==> src/pnt_pkg.sv <==
// ----------------------------------------------------------------------------
// pnt_pkg: shared definitions for the perfect number test
// Holds the default data width and the status group of the shared divider.
// ----------------------------------------------------------------------------
package pnt_pkg;

    localparam int VALUE_WIDTH_DEFAULT = 32;

    typedef struct packed {
        logic busy;
        logic done;
    } div_status_t;

endpackage

==> src/pnt_div.sv <==
// ----------------------------------------------------------------------------
// pnt_div: iterative restoring divider
// Produces quotient and remainder of an unsigned division, one bit per cycle.
// ----------------------------------------------------------------------------
module pnt_div #(
    parameter int N = 31,
    parameter int M = 17
) (
    input  logic                 clk,
    input  logic                 rst_n,
    input  logic                 start,
    input  logic [N-1:0]         dividend,
    input  logic [M-1:0]         divisor,
    output pnt_pkg::div_status_t status,
    output logic [N-1:0]         quotient,
    output logic [M-1:0]         remainder
);
    import pnt_pkg::*;

    localparam int CW = $clog2(N + 1);

    logic          busy_reg, busy_next;
    logic          done_reg, done_next;
    logic [CW-1:0] count_reg, count_next;
    logic [N-1:0]  quot_reg, quot_next;
    logic [M-1:0]  rem_reg, rem_next;
    logic [M-1:0]  dvs_reg, dvs_next;
    logic [M:0]    shifted;
    logic [M+1:0]  trial;

    assign shifted = {rem_reg, quot_reg[N-1]};
    assign trial   = {1'b0, shifted} - {2'b00, dvs_reg};

    always_comb
    begin
        busy_next  = busy_reg;
        done_next  = 1'b0;
        count_next = count_reg;
        quot_next  = quot_reg;
        rem_next   = rem_reg;
        dvs_next   = dvs_reg;
        if (start)
        begin
            busy_next  = 1'b1;
            count_next = CW'(N);
            quot_next  = dividend;
            rem_next   = '0;
            dvs_next   = divisor;
        end
        else if (busy_reg)
        begin
            if (!trial[M+1])
            begin
                rem_next  = trial[M-1:0];
                quot_next = {quot_reg[N-2:0], 1'b1};
            end
            else
            begin
                rem_next  = shifted[M-1:0];
                quot_next = {quot_reg[N-2:0], 1'b0};
            end
            count_next = count_reg - CW'(1);
            if (count_reg == CW'(1))
            begin
                busy_next = 1'b0;
                done_next = 1'b1;
            end
        end
    end

    always_ff @(posedge clk or negedge rst_n)
    begin
        if (!rst_n)
        begin
            busy_reg  <= 1'b0;
            done_reg  <= 1'b0;
            count_reg <= '0;
        end
        else
        begin
            busy_reg  <= busy_next;
            done_reg  <= done_next;
            count_reg <= count_next;
        end
    end

    always_ff @(posedge clk)
    begin
        quot_reg <= quot_next;
        rem_reg  <= rem_next;
        dvs_reg  <= dvs_next;
    end

    assign status.busy = busy_reg;
    assign status.done = done_reg;
    assign quotient    = quot_reg;
    assign remainder   = rem_reg;

    a_start_busy: assert property (@(posedge clk) disable iff (!rst_n)
        start |=> busy_reg)
        else $error("divider did not start");
    a_busy_count: assert property (@(posedge clk) disable iff (!rst_n)
        busy_reg |-> count_reg != '0)
        else $error("divider busy with no bits left");
    a_done_after_busy: assert property (@(posedge clk) disable iff (!rst_n)
        done_reg |-> $past(busy_reg) && !busy_reg)
        else $error("divider done without a running division");
endmodule

==> config.mk <==
export PLATFORM = sky130hd
export DESIGN_NAME = pnt_div
export DESIGN_NICKNAME = d
export VERILOG_FILES = /design/src/pnt_pkg.sv /design/src/pnt_div.sv
export SDC_FILE = /design/constraint.sdc
export NUM_CORES = 1
export LEC_CHECK = 0
export ABC_AREA = 1
export BUFFER_PORTS_ARGS = -buffer_cell sky130_fd_sc_hd__buf_4
export CAP_MARGIN = 40
export CORE_MARGIN = 3
export CORE_UTILIZATION = 45
export CTS_BUF_LIST = sky130_fd_sc_hd__clkbuf_8
export CTS_CLUSTER_DIAMETER = 100
export DETAILED_ROUTE_END_ITERATION = 8
export PLACE_DENSITY = 0.66
export SYNTH_ARGS = -nofsm -noshare
export SYNTH_HDL_FRONTEND = slang
export SYNTH_SLANG_ARGS = --single-unit
==> constraint.sdc <==
create_clock -name clk -period 3.2 [get_ports clk]
set_clock_uncertainty 0.15 [all_clocks]
set_input_delay 0.64 -clock clk [delete_from_list [all_inputs] [get_ports clk]]
set_output_delay 0.64 -clock clk [all_outputs]
set_load 0.05 [all_outputs]
-- Word level (Yosys, flattened, before mapping)
Cells that the tools add are included.
- register bits after elaboration: 72
- input port bits: 51
- output and inout bits: 50
- word-level logic and storage cells: 22
- add/sub/neg operators: 2
- eq/ne operators: 1
- mux-type cells: 12
- reductions and logical operators: 1
- operator list (cell ; number):
    $mux W31 ; 2
    $sub A18 B17 Y19 ; 1
    $mux W17 ; 1
    $mux W5 ; 2
    $mux W1 ; 7
    $eq A5 B1 Y1 const B ; 1
    $sub A5 B1 Y5 const B ; 1
    $reduce_bool A2 Y1 ; 1

-- Longest topological paths before layout
Gate-level depths: netlist of run 1.
- word-level depth: 4
- mapped depth: 15
- mapped depth without buffers: 14

-- Least setup slack after synthesis of run 1
OpenSTA, ideal clock, no wires.
- kind: reg2reg
- start point: register quot_reg[30], in the netlist quotient[30]
- end point: register rem_reg[4], in the netlist remainder[4]
- library setup time: 0.155 ns
- arrival: 2.085 ns
- path slack: 0.810 ns
- stages on the path, launching flop included: 13
- buffers on the path: 2
- period minus slack after synthesis: 2.390 ns
- cell sequence: edfxtp_1 -> inv_1 -> ha_1 -> inv_1 -> fa_1 -> nand3_1 -> nand3_2 -> nand2_2 -> buf_6 -> buf_12 -> nand3_2 -> nand3_1 -> o21ai_1
- longest elaborated chain between the ends: 2
- RTL lines (item ; RTL line ; RTL):
    start, declared ; pnt_div.sv:25 ; logic [N-1:0] quot_reg, quot_next;
    start signal, assigned ; pnt_div.sv:89 ; quot_reg <= quot_next;
    $sub A18 B17 Y19 ; pnt_div.sv:32 ; assign trial = {1'b0, shifted} - {2'b00, dvs_reg};
    $mux W17 ; pnt_div.sv:52 ; if (!trial[M+1])
    end signal, assigned ; pnt_div.sv:90 ; rem_reg <= rem_next;
    end, declared ; pnt_div.sv:26 ; logic [M-1:0] rem_reg, rem_next;
Every way passes these cells.
A chain may end at the register's enable or synchronous reset.

-- Worst setup path in the final report of run 1
- start point: register quot_reg[30], in the netlist quotient[30]
- end point: register rem_reg[2], in the netlist remainder[2]
The elaborated chain is that of the path after synthesis.

==> metrics.md, run 1 <==
| Metric | Value |
|---|---|
| Cell Chain, Critical Path | inv_1, ha_1, inv_1, fa_1, nand3_1, nand3_2, nand2_2, buf_4, nand3_1, nand3_1, o21ai_0 |
| Initial antenna violation count | 0 |
| Worst endpoint required time | 3250 ps |
| Slew @ Worst Pin | 585 ps |
| Post-CTS setup buffer count | 0 |
| CP bufs+invs | 3 |
| Clock tree buffer depth | 2 |
| Warnings, synthesis | 0 |
| Cts bufs inserted | 9 |
| Net Count, Synth | 601 |
| Clock Latency Late Sink | 350 ps |
| Via count | 3596 |
| DP Wirelength | 7280 um |
| GRT met3 Usage | 2.91% |
| Met1 usage | 26.1% |
| Fillcell total | 834 |
| Top Family by Delay on Critical Path | simple AND/OR/NAND/NOR gates |
| Post-synth EDFFs | 48 |
| GR peak layer | met2 |
| GR Util All Layers | 19.1% |
| Syn_area_per_cell | 7.95 sq um |
| Max VDD drop | 0.000439 V |
| Status | finished clean |
| Share of synthesized registers carrying an async set or reset | 9.72% |
| Root Buffer | clkbuf_8 |
| Max_slew headroom | 61.0% |
| Die Ht | 103 um |
| Register area | 1960 sq um |
| Die area | 10600 sq um |
| Final hold vios | 0 |
| Pin count of the biggest net entering global routing | 53 |
| DR iter-0 viols | 197 |
| Multi-input logic area | 1820 sq um |
| Die X | 103 um |
| GRT met2 Usage | 31.6% |
| Remaining antenna violation count after routing | 0 |
| Cells after Synth | 530 |
| Final slew viol count | 0 |
| Final Cycle Share | 75.0% |
| Setup TNS | 0 ps |
| Pleak | 2.79 nW |
| Max FO, Critical Path | 12 |
| Final cell count without fillers | 746 |
| CP Launch Type | flop |
| Post-layout minimum cycle time | 2400 ps |
| Layout cells sized above 1 | 23.4% |
| Place WS | 836 ps |
| CTS Sinks | 72 |
| Initial Util | 47.4% |
| IO buf count | 100 |
| WS Path Type | flop to flop |
| Worst Path Arrival | 2460 ps |
| First-pass GRT wire length | 16100 um |
| GPL Wtd Cong | 0.903 |
| CTS tree | yes |
| CP dominant cell by count | nand3_1 |
| Worst Slack Setup Final | 799 ps |
| Vias in the first global route | 3410 |
| Detailed Routing Iterations Pass 1 | 4 |
| Core Util, Final | 59.3% |
| Placed insts | 729 |
| DRC violations left | 0 |
| Final setup fails | 0 |
| Max_cap viols | 0 |
| Final nets | 704 |
| Sequential share of the synthesized area | 46.5% |
| Fmax | 416 MHz |
| CP endpoint kind | flop |
| N_diodes | 0 |
| Synthesized area | 4210 sq um |
| IO Pins | 101 |
| Slowest cell delay on critical path | 460 ps |
| RSZ-0062 raised after global routing | no |
| Post-synthesis register bit count | 72 |
| Hold Crit Class | primary input to flop |
| Routed length per instance | 13.3 um |
| Post-CTS sizing | 0 |
| Worst-path clk slew | 90 ps |
| Total congestion overflow | 0 |
| Netlist cell types | 36 |
| Max FFs per register | 31 |
| Main synth FF type | edfxtp_1 |
| Power density cells | 835 nW/um^2 |
| Total core area | 8890 sq um |
| Post-DR vias/cell | 4.82 |
| Total Wirelength | 9950 um |
| # rows | 34 |
| Synth-to-Final Area Change | 25.2% |
| Worst path slowest cell | fa_1 |
| H-tree levels | 3 |
cell usage after synthesis, drive strengths merged (7+ instances only):
library cell  number  area (sq um)
nor2              22           100
edfxtp            48          1440
nand3             54           310
buf                8          87.6
ha                19           238
a21oi             16          83.8
o21ai             16          80.1
nand2            209           807
clkbuf             8          40.0
dfxtp             17           340
dfrtp              7           175
inv               82           308
layout by cell type (no fill, tap or decap), types with 2 or more instances in the layout:
master and instances:
dfxtp_1 17, and2_1 2, nand2_1 200, inv_1 82
clkbuf_8 9, nor2_4 2, o21ai_0 10, or2_2 2
buf_4 106, nand2_2 9, nand3_1 46, ha_1 19
edfxtp_1 48, xnor2_1 5, nand3_2 8, nand3b_2 2
clkinvlp_4 2, a21oi_1 15, nor2_1 19, nand4_1 5
dfrtp_1 7, bufinv_16 2, xor2_1 2, o21ai_1 6
metal layers:
layer,share of wire (%),vias up
met1,47,1629
met3,4.0,9
met5,0,-
met2,48,78
li1,-,1880
met4,1.0,0
final timing paths:
| kind | from | cells after the start | end | slack (ps) |
|---|---|---|---|---|
| max | quotient[30] | 11 | remainder[2] | 800 |
| min | divisor[1] | 1 | dvs_reg[1] | 310 |
| max reg2reg | quotient[30] | 11 | remainder[2] | 800 |
| min reg2reg | remainder[15] | 2 | remainder[15] | 350 |
| max in group asynchronous | rst_n | 2 | count_reg[1] | 2280 |
| min in group asynchronous | rst_n | 2 | count_reg[2] | 490 |
final cells by class:
type                       instances  share of cell area, %
sequential                        72                   37.1
clock buffer                       9                   2.35
inverter                          82                   5.84
timing repair buffer             108                   15.8
clock inverter                     7                   1.83
multi-input combinational        360                   34.5
tap                              108                   2.56
what timing repair did:
action,in CTS,in global routing
setup endpoints to repair,0,0
hold endpoints to repair,7,0
hold buffers,1,0
power breakdown:
| part | leakage, nW | internal [W] | switching [W] |
|---|---|---|---|
| combinational | 1.97 | 0.000790 | 0.00149 |
| clock | 0.107 | 0.000441 | 0.000373 |
| sequential | 0.718 | 0.00116 | 0.000141 |
| total | 2.79 | 0.00239 | 0.00201 |
kinds of logic after synthesis:
group | share of synthesized area (%)
adders and majority gates | 6.12
xor gates and xnor gates | 1.46
buffers and inverters | 10.3
DFF | 46.5
and+or+nand+nor | 31.4
AOI/OAI and AO/OA | 4.22
per-stage QoR:
stage | total power, W | hold slack [ps] | cell area (sq um)
finish | 0.00440 | 312 | 5270
floorplan | 0.00308 | 194 | 4210
global route | 0.00474 | 300 | 5270
CTS | 0.00443 | 299 | 5270
detailed placement | 0.00360 | 308 | 5040
global placement | 0.00357 | 306 | 5020
Power figures use the tool's default switching activity.
==> run 2: changes to the inputs <==
clock period = 2.22 ns   (was 3.2 ns; I/O delays follow)
==> run 2 against run 1 <==
Against the previous run: first-iteration DRC count decreased by 5.6%; non-clock buffer count rose by 10; maximum frequency rose by 15%; largest power group unchanged.
==> metrics.md, run 2 (synthesis gave the netlist of run 1 again) <==
| Metric | Value |
|---|---|
| Total congestion overflow | 0 (unchanged) |
| Worst path slowest cell | edfxtp_1 (was fa_1) |
| # rows | 34 (unchanged) |
| Fillcell total | 785 (was 834) |
| Place WS | 63.2 ps (was 836 ps) |
| Root Buffer | clkbuf_8 (unchanged) |
| Final nets | 714 (was 704) |
| Pin count of the biggest net entering global routing | 30 (was 53) |
| Remaining antenna violation count after routing | 0 (unchanged) |
| Die X | 103 um (unchanged) |
| Final Cycle Share | 94.0% (was 75.0%) |
| Final hold vios | 0 (unchanged) |
| N_diodes | 0 (unchanged) |
| Max_cap viols | 0 (unchanged) |
| Detailed Routing Iterations Pass 1 | 4 (unchanged) |
| IO Pins | 101 (unchanged) |
| Layout cells sized above 1 | 25.8% (was 23.4%) |
| Slew @ Worst Pin | 419 ps (was 585 ps) |
| Synth-to-Final Area Change | 27.7% (was 25.2%) |
| Worst-path clk slew | 80 ps (was 90 ps) |
| Final slew viol count | 0 (unchanged) |
| First-pass GRT wire length | 16000 um (was 16100 um) |
| Clock tree buffer depth | 2 (unchanged) |
| Clock Latency Late Sink | 350 ps (about the same) |
| Via count | 3726 (was 3596) |
| Worst Slack Setup Final | 133 ps (was 799 ps) |
| CTS Sinks | 72 (unchanged) |
| Post-DP Area | 5100 sq um (was 5040 sq um) |
| Worst Path Arrival | 2160 ps (was 2460 ps) |
| Total Wirelength | 10300 um (was 9950 um) |
| Top Family by Delay on Critical Path | simple AND/OR/NAND/NOR gates (unchanged) |
| Die Ht | 103 um (unchanged) |
| Die area | 10600 sq um (unchanged) |
| Post-layout minimum cycle time | 2090 ps (was 2400 ps) |
| CP Launch Type | flop (unchanged) |
| Status | finished clean (unchanged) |
| Commonest non-fill, non-tap cell in the layout | nand2_1 (unchanged) |
| Max FO, Critical Path | 8 (was 12) |
| Fin area | 5380 sq um (was 5270 sq um) |
| DR iter-0 viols | 186 (was 197) |
| Vias in the first global route | 3396 (was 3410) |
| IO buf count | 100 (unchanged) |
| Initial antenna violation count | 0 (unchanged) |
| Post-DR vias/cell | 4.93 (was 4.82) |
| Max VDD drop | 0.000546 V (was 0.000439 V) |
| CP bufs+invs | 3 (unchanged) |
| GPL Wtd Cong | 0.950 (was 0.903) |
| Pleak | 2.86 nW (was 2.79 nW) |
| Fmax | 479 MHz (was 416 MHz) |
| Most frequent cells in the layout | nand2_1 (196), buf_4 (114), inv_1 (81) (was nand2_1 (200), buf_4 (106), inv_1 (82)) |
| Setup TNS | 0 ps (unchanged) |
| Slowest cell delay on critical path | 380 ps (was 460 ps) |
| DRC violations left | 0 (unchanged) |
| Final setup fails | 0 (unchanged) |
| Cell Chain, Critical Path | inv_1, ha_1, nand2_2, inv_1, nand2_1, nand3_2, a21oi_2, buf_4, nand3_1, nand3_1, o21ai_0 (was inv_1, ha_1, inv_1, fa_1, nand3_1, nand3_2, nand2_2, buf_4, nand3_1, nand3_1, o21ai_0) |
| Cts bufs inserted | 9 (unchanged) |
| Total core area | 8890 sq um (unchanged) |
| Routed length per instance | 13.7 um (was 13.3 um) |
| DP Wirelength | 7610 um (was 7280 um) |
| CTS tree | yes (unchanged) |
| GR Util All Layers | 19.3% (was 19.1%) |
| WS Path Type | flop to flop (unchanged) |
| Max_slew headroom | 72.0% (was 61.0%) |
| Initial Util | 47.4% (unchanged) |
| Power density cells | 1200 nW/um^2 (was 835 nW/um^2) |
| Hold Crit Class | primary input to flop (unchanged) |
| H-tree levels | 3 (unchanged) |
| Max FFs per register | 31 (unchanged) |
| Worst endpoint required time | 2290 ps (was 3250 ps) |
| CP endpoint kind | flop (unchanged) |
## run 2: per-layer routing
metal / wire [um] / vias up / global-route usage (%)
li1: - / 1904 / -
met1: 4840 / 1712 / 27.9
met2: 4880 / 98 / 29.1
met3: 491 / 12 / 4.26
met4: 125 / 0 / 5.48
met5: 0 / - / 0
## run 2: power breakdown
group          switching, W  internal [W]
Combinational       0.00222       0.00122
Sequential         0.000187       0.00167
Clock              0.000535      0.000635
## run 2: metrics by stage
step,hold WS (ps),std cells,total power [W],util [%]
6_report,114,756,0.00647,60.5
5_1_grt,93.2,756,0.00694,60.5
4_1_cts,99.9,754,0.00646,60.0
3_5_place_dp,114,737,0.00527,57.4
3_3_place_gp,109,737,0.00523,57.4
2_1_floorplan,-1.59,530,0.00444,-
## run 2: final timing paths
check                                   start            end  slack (ps)  cells after the start
worst max-delay path              dvs_reg[13]   remainder[2]         130                     11
worst min-delay path               divisor[8]     dvs_reg[8]         110                      1
worst max register to register    dvs_reg[13]   remainder[2]         130                     11
worst min register to register  remainder[10]  remainder[10]         340                      2
max in group asynchronous               rst_n   count_reg[1]        1500                      2
min in group asynchronous               rst_n   count_reg[0]         300                      2
## run 2: final cells by class
class                   count  area (sq um)  share of cell area, %
flip-flops and latches     72          1960                   36.4
well taps                 108           135                   2.51
inverters                  82           308                   5.72
clock inverters             7          93.8                   1.74
multi-input cells         360          1850                   34.4
repair buffers            118           908                   16.9
clock buffers               9           124                   2.30
## run 2: what timing repair did
action / 4_1_cts / 5_1_grt
hold buffers: 1 / 0
resized for setup: 0 / 9
setup buffers: 0 / 2
endpoints found under the setup margin: 0 / 16
hold endpoints to repair: 7 / 0
